## src/hdl/gas_pkg.sv

```systemverilog
// Shared types, constants and helper functions for the glyph atlas shelf allocator.
// Used by every module of the block; has no dependencies of its own.
package gas_pkg;

	localparam int unsigned DEF_MAX_PAGES     = 256;
	localparam int unsigned DEF_MAX_PAGE_SIDE = 512;
	localparam int unsigned SIDE_SCALE        = 20;

	localparam int unsigned SIDE_W   = 10;
	localparam int unsigned TARGET_W = 17;
	localparam int unsigned CX_W     = 11;
	localparam int unsigned CY_W     = 10;
	localparam int unsigned PAGES_W  = 9;
	localparam int unsigned CFG_W    = 12;

	typedef enum logic {
		CFG_MAX_GLYPH_WIDTH  = 1'b0,
		CFG_MAX_GLYPH_HEIGHT = 1'b1
	} cfg_index_t;

	typedef enum logic {
		OP_ALLOC = 1'b0,
		OP_CLEAR = 1'b1
	} op_t;

	typedef struct packed {
		op_t        op;
		logic       glyph_type;
		logic [8:0] glyph_width;
	} in_word_t;

	typedef struct packed {
		logic [9:0] pos_x;
		logic [8:0] pos_y;
		logic [7:0] page_index;
		logic       opened_new_page;
		logic       atlas_full;
	} out_word_t;

	typedef struct packed {
		logic [SIDE_W-1:0] side;
		logic [8:0]        max_height;
	} cfg_t;

	// Smallest power of two from 2 upward that reaches the target, stopping at the cap.
	function automatic logic [SIDE_W-1:0] page_side(input logic [11:0] max_width,
		input logic [SIDE_W-1:0] cap);
		logic [TARGET_W-1:0] target;
		logic [SIDE_W:0]     s;
		target = TARGET_W'(max_width) * TARGET_W'(SIDE_SCALE);
		s = (SIDE_W+1)'(2);
		for (int k = 0; k < SIDE_W - 1; k++) begin
			if ((TARGET_W'(s) < target) && (s < {1'b0, cap})) begin
				s = s << 1;
			end
		end
		if (s > {1'b0, cap}) begin
			s = {1'b0, cap};
		end
		return s[SIDE_W-1:0];
	endfunction

endpackage

```

## src/hdl/gas_cfg.sv

```systemverilog
// Configuration registers of the glyph atlas shelf allocator; derives the page side on write.
// Depends on gas_pkg.
module gas_cfg #(
	parameter int unsigned MAX_PAGE_SIDE = gas_pkg::DEF_MAX_PAGE_SIDE
) (
	input  logic                       clk,
	input  logic                       arst_n,
	input  logic                       cfg_we,
	input  gas_pkg::cfg_index_t        cfg_index,
	input  logic [gas_pkg::CFG_W-1:0]  cfg_wdata,
	output gas_pkg::cfg_t              cfg
);

	localparam logic [gas_pkg::SIDE_W-1:0] SIDE_CAP = gas_pkg::SIDE_W'(MAX_PAGE_SIDE);

	logic [gas_pkg::SIDE_W-1:0] side_q;
	logic [8:0]                 max_height_q;

	always_ff @(posedge clk or negedge arst_n) begin
		if (!arst_n) begin
			side_q       <= gas_pkg::page_side(12'd0, SIDE_CAP);
			max_height_q <= '0;
		end else if (cfg_we) begin
			unique case (cfg_index)
				gas_pkg::CFG_MAX_GLYPH_WIDTH: begin
					side_q <= gas_pkg::page_side(cfg_wdata, SIDE_CAP);
				end
				gas_pkg::CFG_MAX_GLYPH_HEIGHT: begin
					max_height_q <= cfg_wdata[8:0];
				end
				default: begin
				end
			endcase
		end
	end

	assign cfg.side       = side_q;
	assign cfg.max_height = max_height_q;

endmodule

```

## src/hdl/gas_core.sv

```systemverilog
// Per-type cursor and page state of the shelf packer, with the placement logic for one word.
// Depends on gas_pkg.
module gas_core #(
	parameter int unsigned MAX_PAGES = gas_pkg::DEF_MAX_PAGES
) (
	input  logic              clk,
	input  logic              arst_n,
	input  gas_pkg::cfg_t     cfg,
	input  gas_pkg::in_word_t item,
	input  logic              fire,
	output gas_pkg::out_word_t result
);

	localparam logic [gas_pkg::PAGES_W-1:0] PAGE_LIMIT = gas_pkg::PAGES_W'(MAX_PAGES);

	logic [gas_pkg::CX_W-1:0]    cx_q [2];
	logic [gas_pkg::CY_W-1:0]    cy_q [2];
	logic [gas_pkg::PAGES_W-1:0] pages_q [2];

	logic [gas_pkg::CX_W-1:0]    cx;
	logic [gas_pkg::CY_W-1:0]    cy;
	logic [gas_pkg::PAGES_W-1:0] pages;
	logic [11:0]                 x_end;
	logic [11:0]                 y_end;
	logic [11:0]                 side_ext;
	logic                        need_row;
	logic                        need_page;
	logic                        full;
	logic                        new_page;
	logic [gas_pkg::CX_W-1:0]    cx_n;
	logic [gas_pkg::CY_W:0]      cy_n;
	logic [gas_pkg::PAGES_W-1:0] pages_n;
	logic [gas_pkg::PAGES_W-1:0] page_last;
	logic [11:0]                 cx_adv;

	assign cx       = cx_q[item.glyph_type];
	assign cy       = cy_q[item.glyph_type];
	assign pages    = pages_q[item.glyph_type];
	assign side_ext = 12'(cfg.side);

	// Right edge of the glyph in the current row, and bottom of a further row.
	assign x_end = 12'(cx) + 12'(item.glyph_width) + 12'd1;
	assign y_end = 12'(cy) + {2'b0, cfg.max_height, 1'b0} + 12'd2;

	assign need_row  = (pages == '0) || (x_end > side_ext);
	assign need_page = need_row && ((pages == '0) || (y_end > side_ext));
	assign full      = need_page && (pages >= PAGE_LIMIT);
	assign new_page  = need_page && !full;

	always_comb begin
		cx_n    = cx;
		cy_n    = {1'b0, cy};
		pages_n = pages;
		if (need_page) begin
			cx_n    = gas_pkg::CX_W'(1);
			cy_n    = (gas_pkg::CY_W+1)'(1);
			pages_n = pages + gas_pkg::PAGES_W'(1);
		end else if (need_row) begin
			cx_n = gas_pkg::CX_W'(1);
			cy_n = {1'b0, cy} + (gas_pkg::CY_W+1)'(cfg.max_height) + (gas_pkg::CY_W+1)'(1);
		end
	end

	assign page_last = pages_n - gas_pkg::PAGES_W'(1);
	assign cx_adv    = 12'(cx_n) + 12'(item.glyph_width) + 12'd1;

	always_comb begin
		if (full) begin
			result            = '0;
			result.atlas_full = 1'b1;
		end else begin
			result.pos_x           = cx_n[9:0];
			result.pos_y           = cy_n[8:0];
			result.page_index      = page_last[7:0];
			result.opened_new_page = new_page;
			result.atlas_full      = 1'b0;
		end
	end

	always_ff @(posedge clk or negedge arst_n) begin
		if (!arst_n) begin
			for (int i = 0; i < 2; i++) begin
				cx_q[i]    <= gas_pkg::CX_W'(1);
				cy_q[i]    <= gas_pkg::CY_W'(1);
				pages_q[i] <= '0;
			end
		end else if (fire) begin
			unique case (item.op)
				gas_pkg::OP_CLEAR: begin
					for (int i = 0; i < 2; i++) begin
						cx_q[i]    <= gas_pkg::CX_W'(1);
						cy_q[i]    <= gas_pkg::CY_W'(1);
						pages_q[i] <= '0;
					end
				end
				gas_pkg::OP_ALLOC: begin
					if (!full) begin
						cx_q[item.glyph_type]    <= cx_adv[gas_pkg::CX_W-1:0];
						cy_q[item.glyph_type]    <= cy_n[gas_pkg::CY_W-1:0];
						pages_q[item.glyph_type] <= pages_n;
					end
				end
				default: begin
				end
			endcase
		end
	end

endmodule

```

## src/hdl/glyph_atlas_shelf_allocator.sv

```systemverilog
// Glyph atlas shelf allocator: out_valid rises as an allocate word moves from the input
// register to the output register. Throughput is one word per cycle unless out_ready stalls;
// a type's cursor state is updated at the edge where its word leaves the input register,
// so the next word sees it at once. Reset clears both cursors to (1,1), both page counts
// and the height register to zero, and sets page side 2 (zero width); no clearing pass is needed.
// Depends on gas_pkg, gas_cfg and gas_core.
module glyph_atlas_shelf_allocator #(
	parameter int unsigned MAX_PAGES     = gas_pkg::DEF_MAX_PAGES,
	parameter int unsigned MAX_PAGE_SIDE = gas_pkg::DEF_MAX_PAGE_SIDE
) (
	input  logic                      clk,
	input  logic                      arst_n,
	input  logic                      cfg_we,
	input  gas_pkg::cfg_index_t       cfg_index,
	input  logic [gas_pkg::CFG_W-1:0] cfg_wdata,
	input  logic                      in_valid,
	output logic                      in_ready,
	input  gas_pkg::in_word_t         in_data,
	output logic                      out_valid,
	input  logic                      out_ready,
	output gas_pkg::out_word_t        out_data
);

	gas_pkg::cfg_t      cfg;
	gas_pkg::in_word_t  item_s1;
	logic               valid_s1;
	gas_pkg::out_word_t result;
	gas_pkg::out_word_t out_data_q;
	logic               out_valid_q;
	logic               is_clear;
	logic               go_s1;
	logic               load_out;

	// The configuration registers hold the page side, already derived from the
	// maximum glyph width, so placement only compares and adds.
	gas_cfg #(
		.MAX_PAGE_SIDE(MAX_PAGE_SIDE)
	) u_cfg (
		.clk      (clk),
		.arst_n   (arst_n),
		.cfg_we   (cfg_we),
		.cfg_index(cfg_index),
		.cfg_wdata(cfg_wdata),
		.cfg      (cfg)
	);

	// A clear word never needs the output register, so it retires as soon as it
	// reaches the input register. An allocate word retires when the output
	// register is empty or is being drained in the same cycle.
	assign is_clear = (item_s1.op == gas_pkg::OP_CLEAR);
	assign go_s1    = valid_s1 && (is_clear || !out_valid_q || out_ready);
	assign load_out = go_s1 && !is_clear;
	assign in_ready = !valid_s1 || go_s1;

	always_ff @(posedge clk or negedge arst_n) begin
		if (!arst_n) begin
			valid_s1 <= 1'b0;
		end else if (in_ready) begin
			valid_s1 <= in_valid;
		end
	end

	always_ff @(posedge clk) begin
		if (in_valid && in_ready) begin
			item_s1 <= in_data;
		end
	end

	// Placement for the word in the input register; the state moves on go_s1.
	gas_core #(
		.MAX_PAGES(MAX_PAGES)
	) u_core (
		.clk   (clk),
		.arst_n(arst_n),
		.cfg   (cfg),
		.item  (item_s1),
		.fire  (go_s1),
		.result(result)
	);

	// The output register separates the two sides, so a finished word can wait
	// for out_ready while the next word is already taken in.
	always_ff @(posedge clk or negedge arst_n) begin
		if (!arst_n) begin
			out_valid_q <= 1'b0;
		end else if (load_out) begin
			out_valid_q <= 1'b1;
		end else if (out_ready) begin
			out_valid_q <= 1'b0;
		end
	end

	always_ff @(posedge clk) begin
		if (load_out) begin
			out_data_q <= result;
		end
	end

	assign out_valid = out_valid_q;
	assign out_data  = out_data_q;

`ifndef SYNTHESIS
	a_full_clean: assert property (@(posedge clk) disable iff (!arst_n)
		(out_valid && out_data.atlas_full) |->
		(out_data.pos_x == '0 && out_data.pos_y == '0 && out_data.page_index == '0 &&
		 !out_data.opened_new_page))
		else $error("full result carries placement data");

	a_new_page_origin: assert property (@(posedge clk) disable iff (!arst_n)
		(out_valid && out_data.opened_new_page) |->
		(out_data.pos_x == 10'd1 && out_data.pos_y == 9'd1 && !out_data.atlas_full))
		else $error("new page not placed at its origin");

	a_clear_silent: assert property (@(posedge clk) disable iff (!arst_n)
		(go_s1 && is_clear && !out_valid_q) |=> !out_valid_q)
		else $error("clear word produced a result");

	a_empty_ready: assert property (@(posedge clk) disable iff (!arst_n)
		!valid_s1 |-> in_ready)
		else $error("input stalled with empty input register");
`endif

endmodule

```

## config.mk

```make
export PLATFORM = sky130hd
export DESIGN_NAME = glyph_atlas_shelf_allocator
export DESIGN_NICKNAME = d
export VERILOG_FILES = /design/src/hdl/gas_pkg.sv /design/src/hdl/gas_cfg.sv /design/src/hdl/gas_core.sv /design/src/hdl/glyph_atlas_shelf_allocator.sv
export SDC_FILE = /design/constraint.sdc
export NUM_CORES = 1
export LEC_CHECK = 0
export BUFFER_PORTS_ARGS = -buffer_cell sky130_fd_sc_hd__buf_2
export CORE_UTILIZATION = 30
export CTS_CLUSTER_DIAMETER = 40
export DETAILED_ROUTE_END_ITERATION = 10
export PLACE_DENSITY = 0.57
export RECOVER_POWER = 100
export SLEW_MARGIN = 0
export SYNTH_ARGS = -nofsm -noshare
export SYNTH_HDL_FRONTEND = slang
export SYNTH_SLANG_ARGS = --single-unit
```

## constraint.sdc

```tcl
create_clock -name clk -period 10.2 [get_ports clk]
set_input_delay 1.53 -clock clk [delete_from_list [all_inputs] [get_ports clk]]
set_output_delay 1.53 -clock clk [all_outputs]
set_load 0.02 [all_outputs]
```

==> Implementation_results.wiki <==
{| class="wikitable"
! Metric !! Value
|-
| Number of H-tree branching levels || 4
|-
| Starting Density || a little under a third
|-
| Max capacitance violation total || 4
|-
| Setup CP Type || in2reg
|-
| Initial antenna violation count || 0
|-
| Placed wire-length estimate || about 21 mm
|-
| Vert. Die Dim || 183 microns
|-
| Area share of the largest cell type after synthesis || about a fifth
|-
| Final count of hold timing violations || 0
|-
| # clock sinks || 120
|-
| Classification of the worst-slack hold path || reg2reg
|-
| Simple logic cell fraction of the synthesized area || between 15 and 20%
|-
| Main combinational cell family by area after synthesis || compound AO/OA/AOI/OAI gates
|-
| Pin count of the biggest net entering global routing || around 80
|-
| Type of element capturing the critical path || flip-flop
|-
| Boundary pin count || 60
|-
| Multi-input gate area in the final layout || approximately 6800 sq um
|-
| Crit path max-delay family || simple AND/OR/NAND/NOR gates
|-
| Filler Cells Inserted || 3223
|-
| Clock insertion delay at the later pin of the skew report || around 0.43 ns
|-
| CP bufs+invs || 6
|-
| Worst Tran Pin Value || roughly 4.4 ns
|-
| Fraction of synthesis flops using an asynchronous set or reset pin || about two thirds
|-
| Number of synthesized register bits || between 100 and 150
|-
| Vias || 9052
|-
| Worst IR Drop VDD || ~0.00010 V
|-
| Total power per unit cell area || between 150 and 200 nW/um^2
|-
| Remaining routing DRC violations || 1
|-
| Total iterations of the first detailed-routing run || 10
|-
| Post-Syn Nets || 1206
|-
| Routed len/inst || roughly 16 microns
|-
| Most common cell after layout, fill and taps aside || buf_4
|-
| Rows || 66
|-
| Compound-cell area share of the yosys netlist || approximately 23%
|-
| Violations in the final reports || DRC, capacitance limit, slew limit, setup timing
|-
| GRT Resource Usage Total || between 10% and 20%
|-
| Core Area || between 30000 and 40000 sq um
|-
| Placed Area || 12100 sq um
|-
| Post-route worst setup slack || -3.93 ns
|-
| Global-route congestion overflow total || 0
|-
| Net count reported at finish || 1454
|-
| Final Cycle Share || 139%
|-
| Post-route cell area || approximately 13000 sq um
|-
| Number of buffers on the longest clock path || 2
|-
| Library cell contributing the largest single delay on the critical path || or4_4
|-
| Leakage power total || slightly above 6 nW
|-
| Reg area || 3210 sq um
|-
| Commonest non-fill, non-tap cells in the layout || buf_4 (204), ha_1 (87), nand2_1 (78), dfrtp_1 (75)
|-
| Avg Synthesized Cell Area || approximately 9.3 sq um
|-
| TritonCTS clock tree || yes
|-
| Final antenna-violating net count || 0
|-
| Synth-to-layout area growth || 33.9%
|-
| Violation count after the first detailed-route iteration || 370
|-
| Worst Path Max Fanout || 8
|-
| First-pass GRT wire length || between 40 and 50 mm
|-
| Number of slew-limit violations in the final report || between 150 and 200
|-
| Setup repair after global routing missed its margin || true
|-
| Final setup violation count || 9
|-
| Number of global-route vias before repair || between 9000 and 10000
|-
| Max incr delay on CP || roughly 0.54 ns
|-
| Remaining max-slew budget at the tightest pin || -193%
|-
| Most frequently used flop master after synthesis || dfrtp_1
|-
| Share of cell area taken by muxes after synthesis || just under 6%
|-
| Clock Skew || about 0.010 ns
|-
| Fraction of the yosys area taken by sequential cells || between 30% and 40%
|-
| Diodes inserted || 0
|-
| Count of mapped cells out of synthesis || roughly 1100
|-
| Routability Congestion || just under 0.9
|-
| Post-synth EDFFs || 40
|-
| Clock tree root driver cell || clkbuf_16
|-
| CTS buffer count || 17
|-
| Top cell by count, worst path || ha_4
|-
| Critical path launch point type || primary input
|-
| Die ar. || roughly 34000 sq um
|-
| Result of the run || finished, violations left
|-
| Synth warn || 0
|-
| Overall routed net length || approximately 28 mm
|-
| Ratio of cells with drive above 1 in the final layout || 30.8%
|-
| Largest area contributor in the synthesized netlist || dfrtp_1
|-
| Largest cells by area after synthesis || dfrtp_1 (19%), ha_1 (14%), edfxtp_1 (12%), a22o_1 (4.1%), o21ai_0 (3.8%)
|-
| CTS clk-pin slew, worst paths || 0.06 ns
|-
| Cell variety after synth || 87
|-
| Count of input and output buffers || 59
|-
| Mean number of vias per cell || between 5 and 6
|-
| Overall die width || 183 microns
|-
| Required time worst endpoint || around 10 ns
|-
| TNS Setup || -35.04 ns
|-
| F_max || between 70 and 80 MHz
|-
| Post-synthesis adder-cell area fraction || between 10% and 20%
|-
| Minimum clock period after layout || ~14 ns
|-
| Mapped Area || between 9000 and 10000 sq um
|-
| Data arrival time of the critical path || 14.42 ns
|-
| Post-synthesis xor/xnor area fraction || 3.71%
|}
==> state kept, by name (all words and copies together) (netlist names) <==
register,flops
is_clear,1
item_s1,10
out_data,29
out_valid,1
u_cfg.max_height_q,9
u_cfg.side_q,9
u_core.cx_q,22
u_core.cy_q,20
u_core.pages_q,18
valid_s1,1
==> tightest hold or removal path, cell delays in order (launching register included) <==
cell     delay (ns)
dfrtp_1        0.34
nand2_1        0.04
o21ai_0        0.06
==> worst paths after layout <==
path / start / end / slack (ns) / cells after the start
worst min register to register: u_core.cy_q[9] / u_core.cy_q[9] / 0.48 / 2
worst min-delay path: u_core.cy_q[9] / u_core.cy_q[9] / 0.48 / 2
max in group asynchronous: arst_n / u_cfg.max_height_q[2] / 5.06 / 1
min in group asynchronous: arst_n / u_core.cx_q[5] / 2.65 / 1
worst max register to register: item_s1[9] / u_core.cx_q[20] / 0.55 / 32
worst max-delay path: cfg_wdata[1] / u_cfg.side_q[5] / -3.93 / 73
==> synth_stat cells, types with 5 or more instances <==
| cell type | instances |
|---|---|
| a211oi_1 | 11 |
| a21boi_0 | 5 |
| a21o_1 | 24 |
| a21oi_1 | 55 |
| a22o_1 | 46 |
| and2_1 | 6 |
| and3_1 | 24 |
| buf_2 | 5 |
| clkbuf_1 | 32 |
| dfrtp_1 | 75 |
| dfstp_2 | 5 |
| edfxtp_1 | 40 |
| fa_1 | 5 |
| ha_1 | 107 |
| inv_1 | 60 |
| mux2_2 | 29 |
| mux2i_1 | 24 |
| nand2_1 | 81 |
| nand2b_1 | 10 |
| nand3_1 | 32 |
| nand4_1 | 9 |
| nor2_1 | 64 |
| nor2b_1 | 17 |
| nor3_1 | 20 |
| nor4_1 | 10 |
| o2111ai_1 | 5 |
| o211ai_1 | 5 |
| o21a_1 | 14 |
| o21ai_0 | 75 |
| o21bai_1 | 6 |
| o31ai_1 | 7 |
| or2_2 | 7 |
| or3_1 | 11 |
| or4_1 | 5 |
| xnor2_1 | 22 |
| xor2_1 | 18 |
==> logic make-up after synthesis <==
group / count (synthesis)
AOI/OAI and AO/OA: 316
xor gates and xnor gates: 41
adders and majority gates: 112
buffers and inverters: 106
DFF: 120
muxes: 54
and+or+nand+nor: 316
==> per-layer routing <==
layer	part of all wire [%]	track usage [%]	vias to the layer above
li1	-	-	4473
met1	46	22.1	4391
met2	49	30.2	156
met3	2.9	2.18	32
met4	1.4	4.57	0
met5	0	0	-
==> through the flow <==
step	util (%)	hold WS, ns	total power (W)	cells	setup WS (ns)
after global routing	40.8	0.505	0.00216	1768	-4.69
final	40.8	0.480	0.00202	1768	-3.93
after CTS	40.5	0.483	0.00203	1756	-3.57
after detailed placement	37.3	0.472	0.00141	1692	-4.82
after global placement	37.3	0.459	0.00139	1692	-4.45
after floorplan	-	0.443	0.00115	1065	-4.94
==> cell type report <==
| type | count | share of cell area, % |
|---|---|---|
| Clock buffer | 19 | 3.59 |
| Clock inverter | 13 | 0.785 |
| Multi-Input combinational cell | 839 | 51.1 |
| Timing Repair Buffer | 273 | 14.3 |
| Sequential cell | 120 | 24.3 |
| Tap cell | 442 | 4.18 |
| Inverter | 62 | 1.76 |
==> timing repair <==
action                                  CTS  global route
cloned                                    1             0
pin swaps                                47            27
buffers inserted                         31            12
gates resized for setup                  49            18
endpoints found under the setup margin    9             9
hold buffers                              0             0
==> report_power, final <==
part / total [W] / switching [W] / leakage (nW) / internal, W
combinational: 0.000832 / 0.000480 / 4.33 / 0.000352
clock: 0.000590 / 0.000244 / 0.293 / 0.000346
sequential: 0.000601 / 0.0000268 / 1.44 / 0.000574
total: 0.00202 / 0.000751 / 6.06 / 0.00127
No activity file was read; power rests on OpenSTA's default activity.
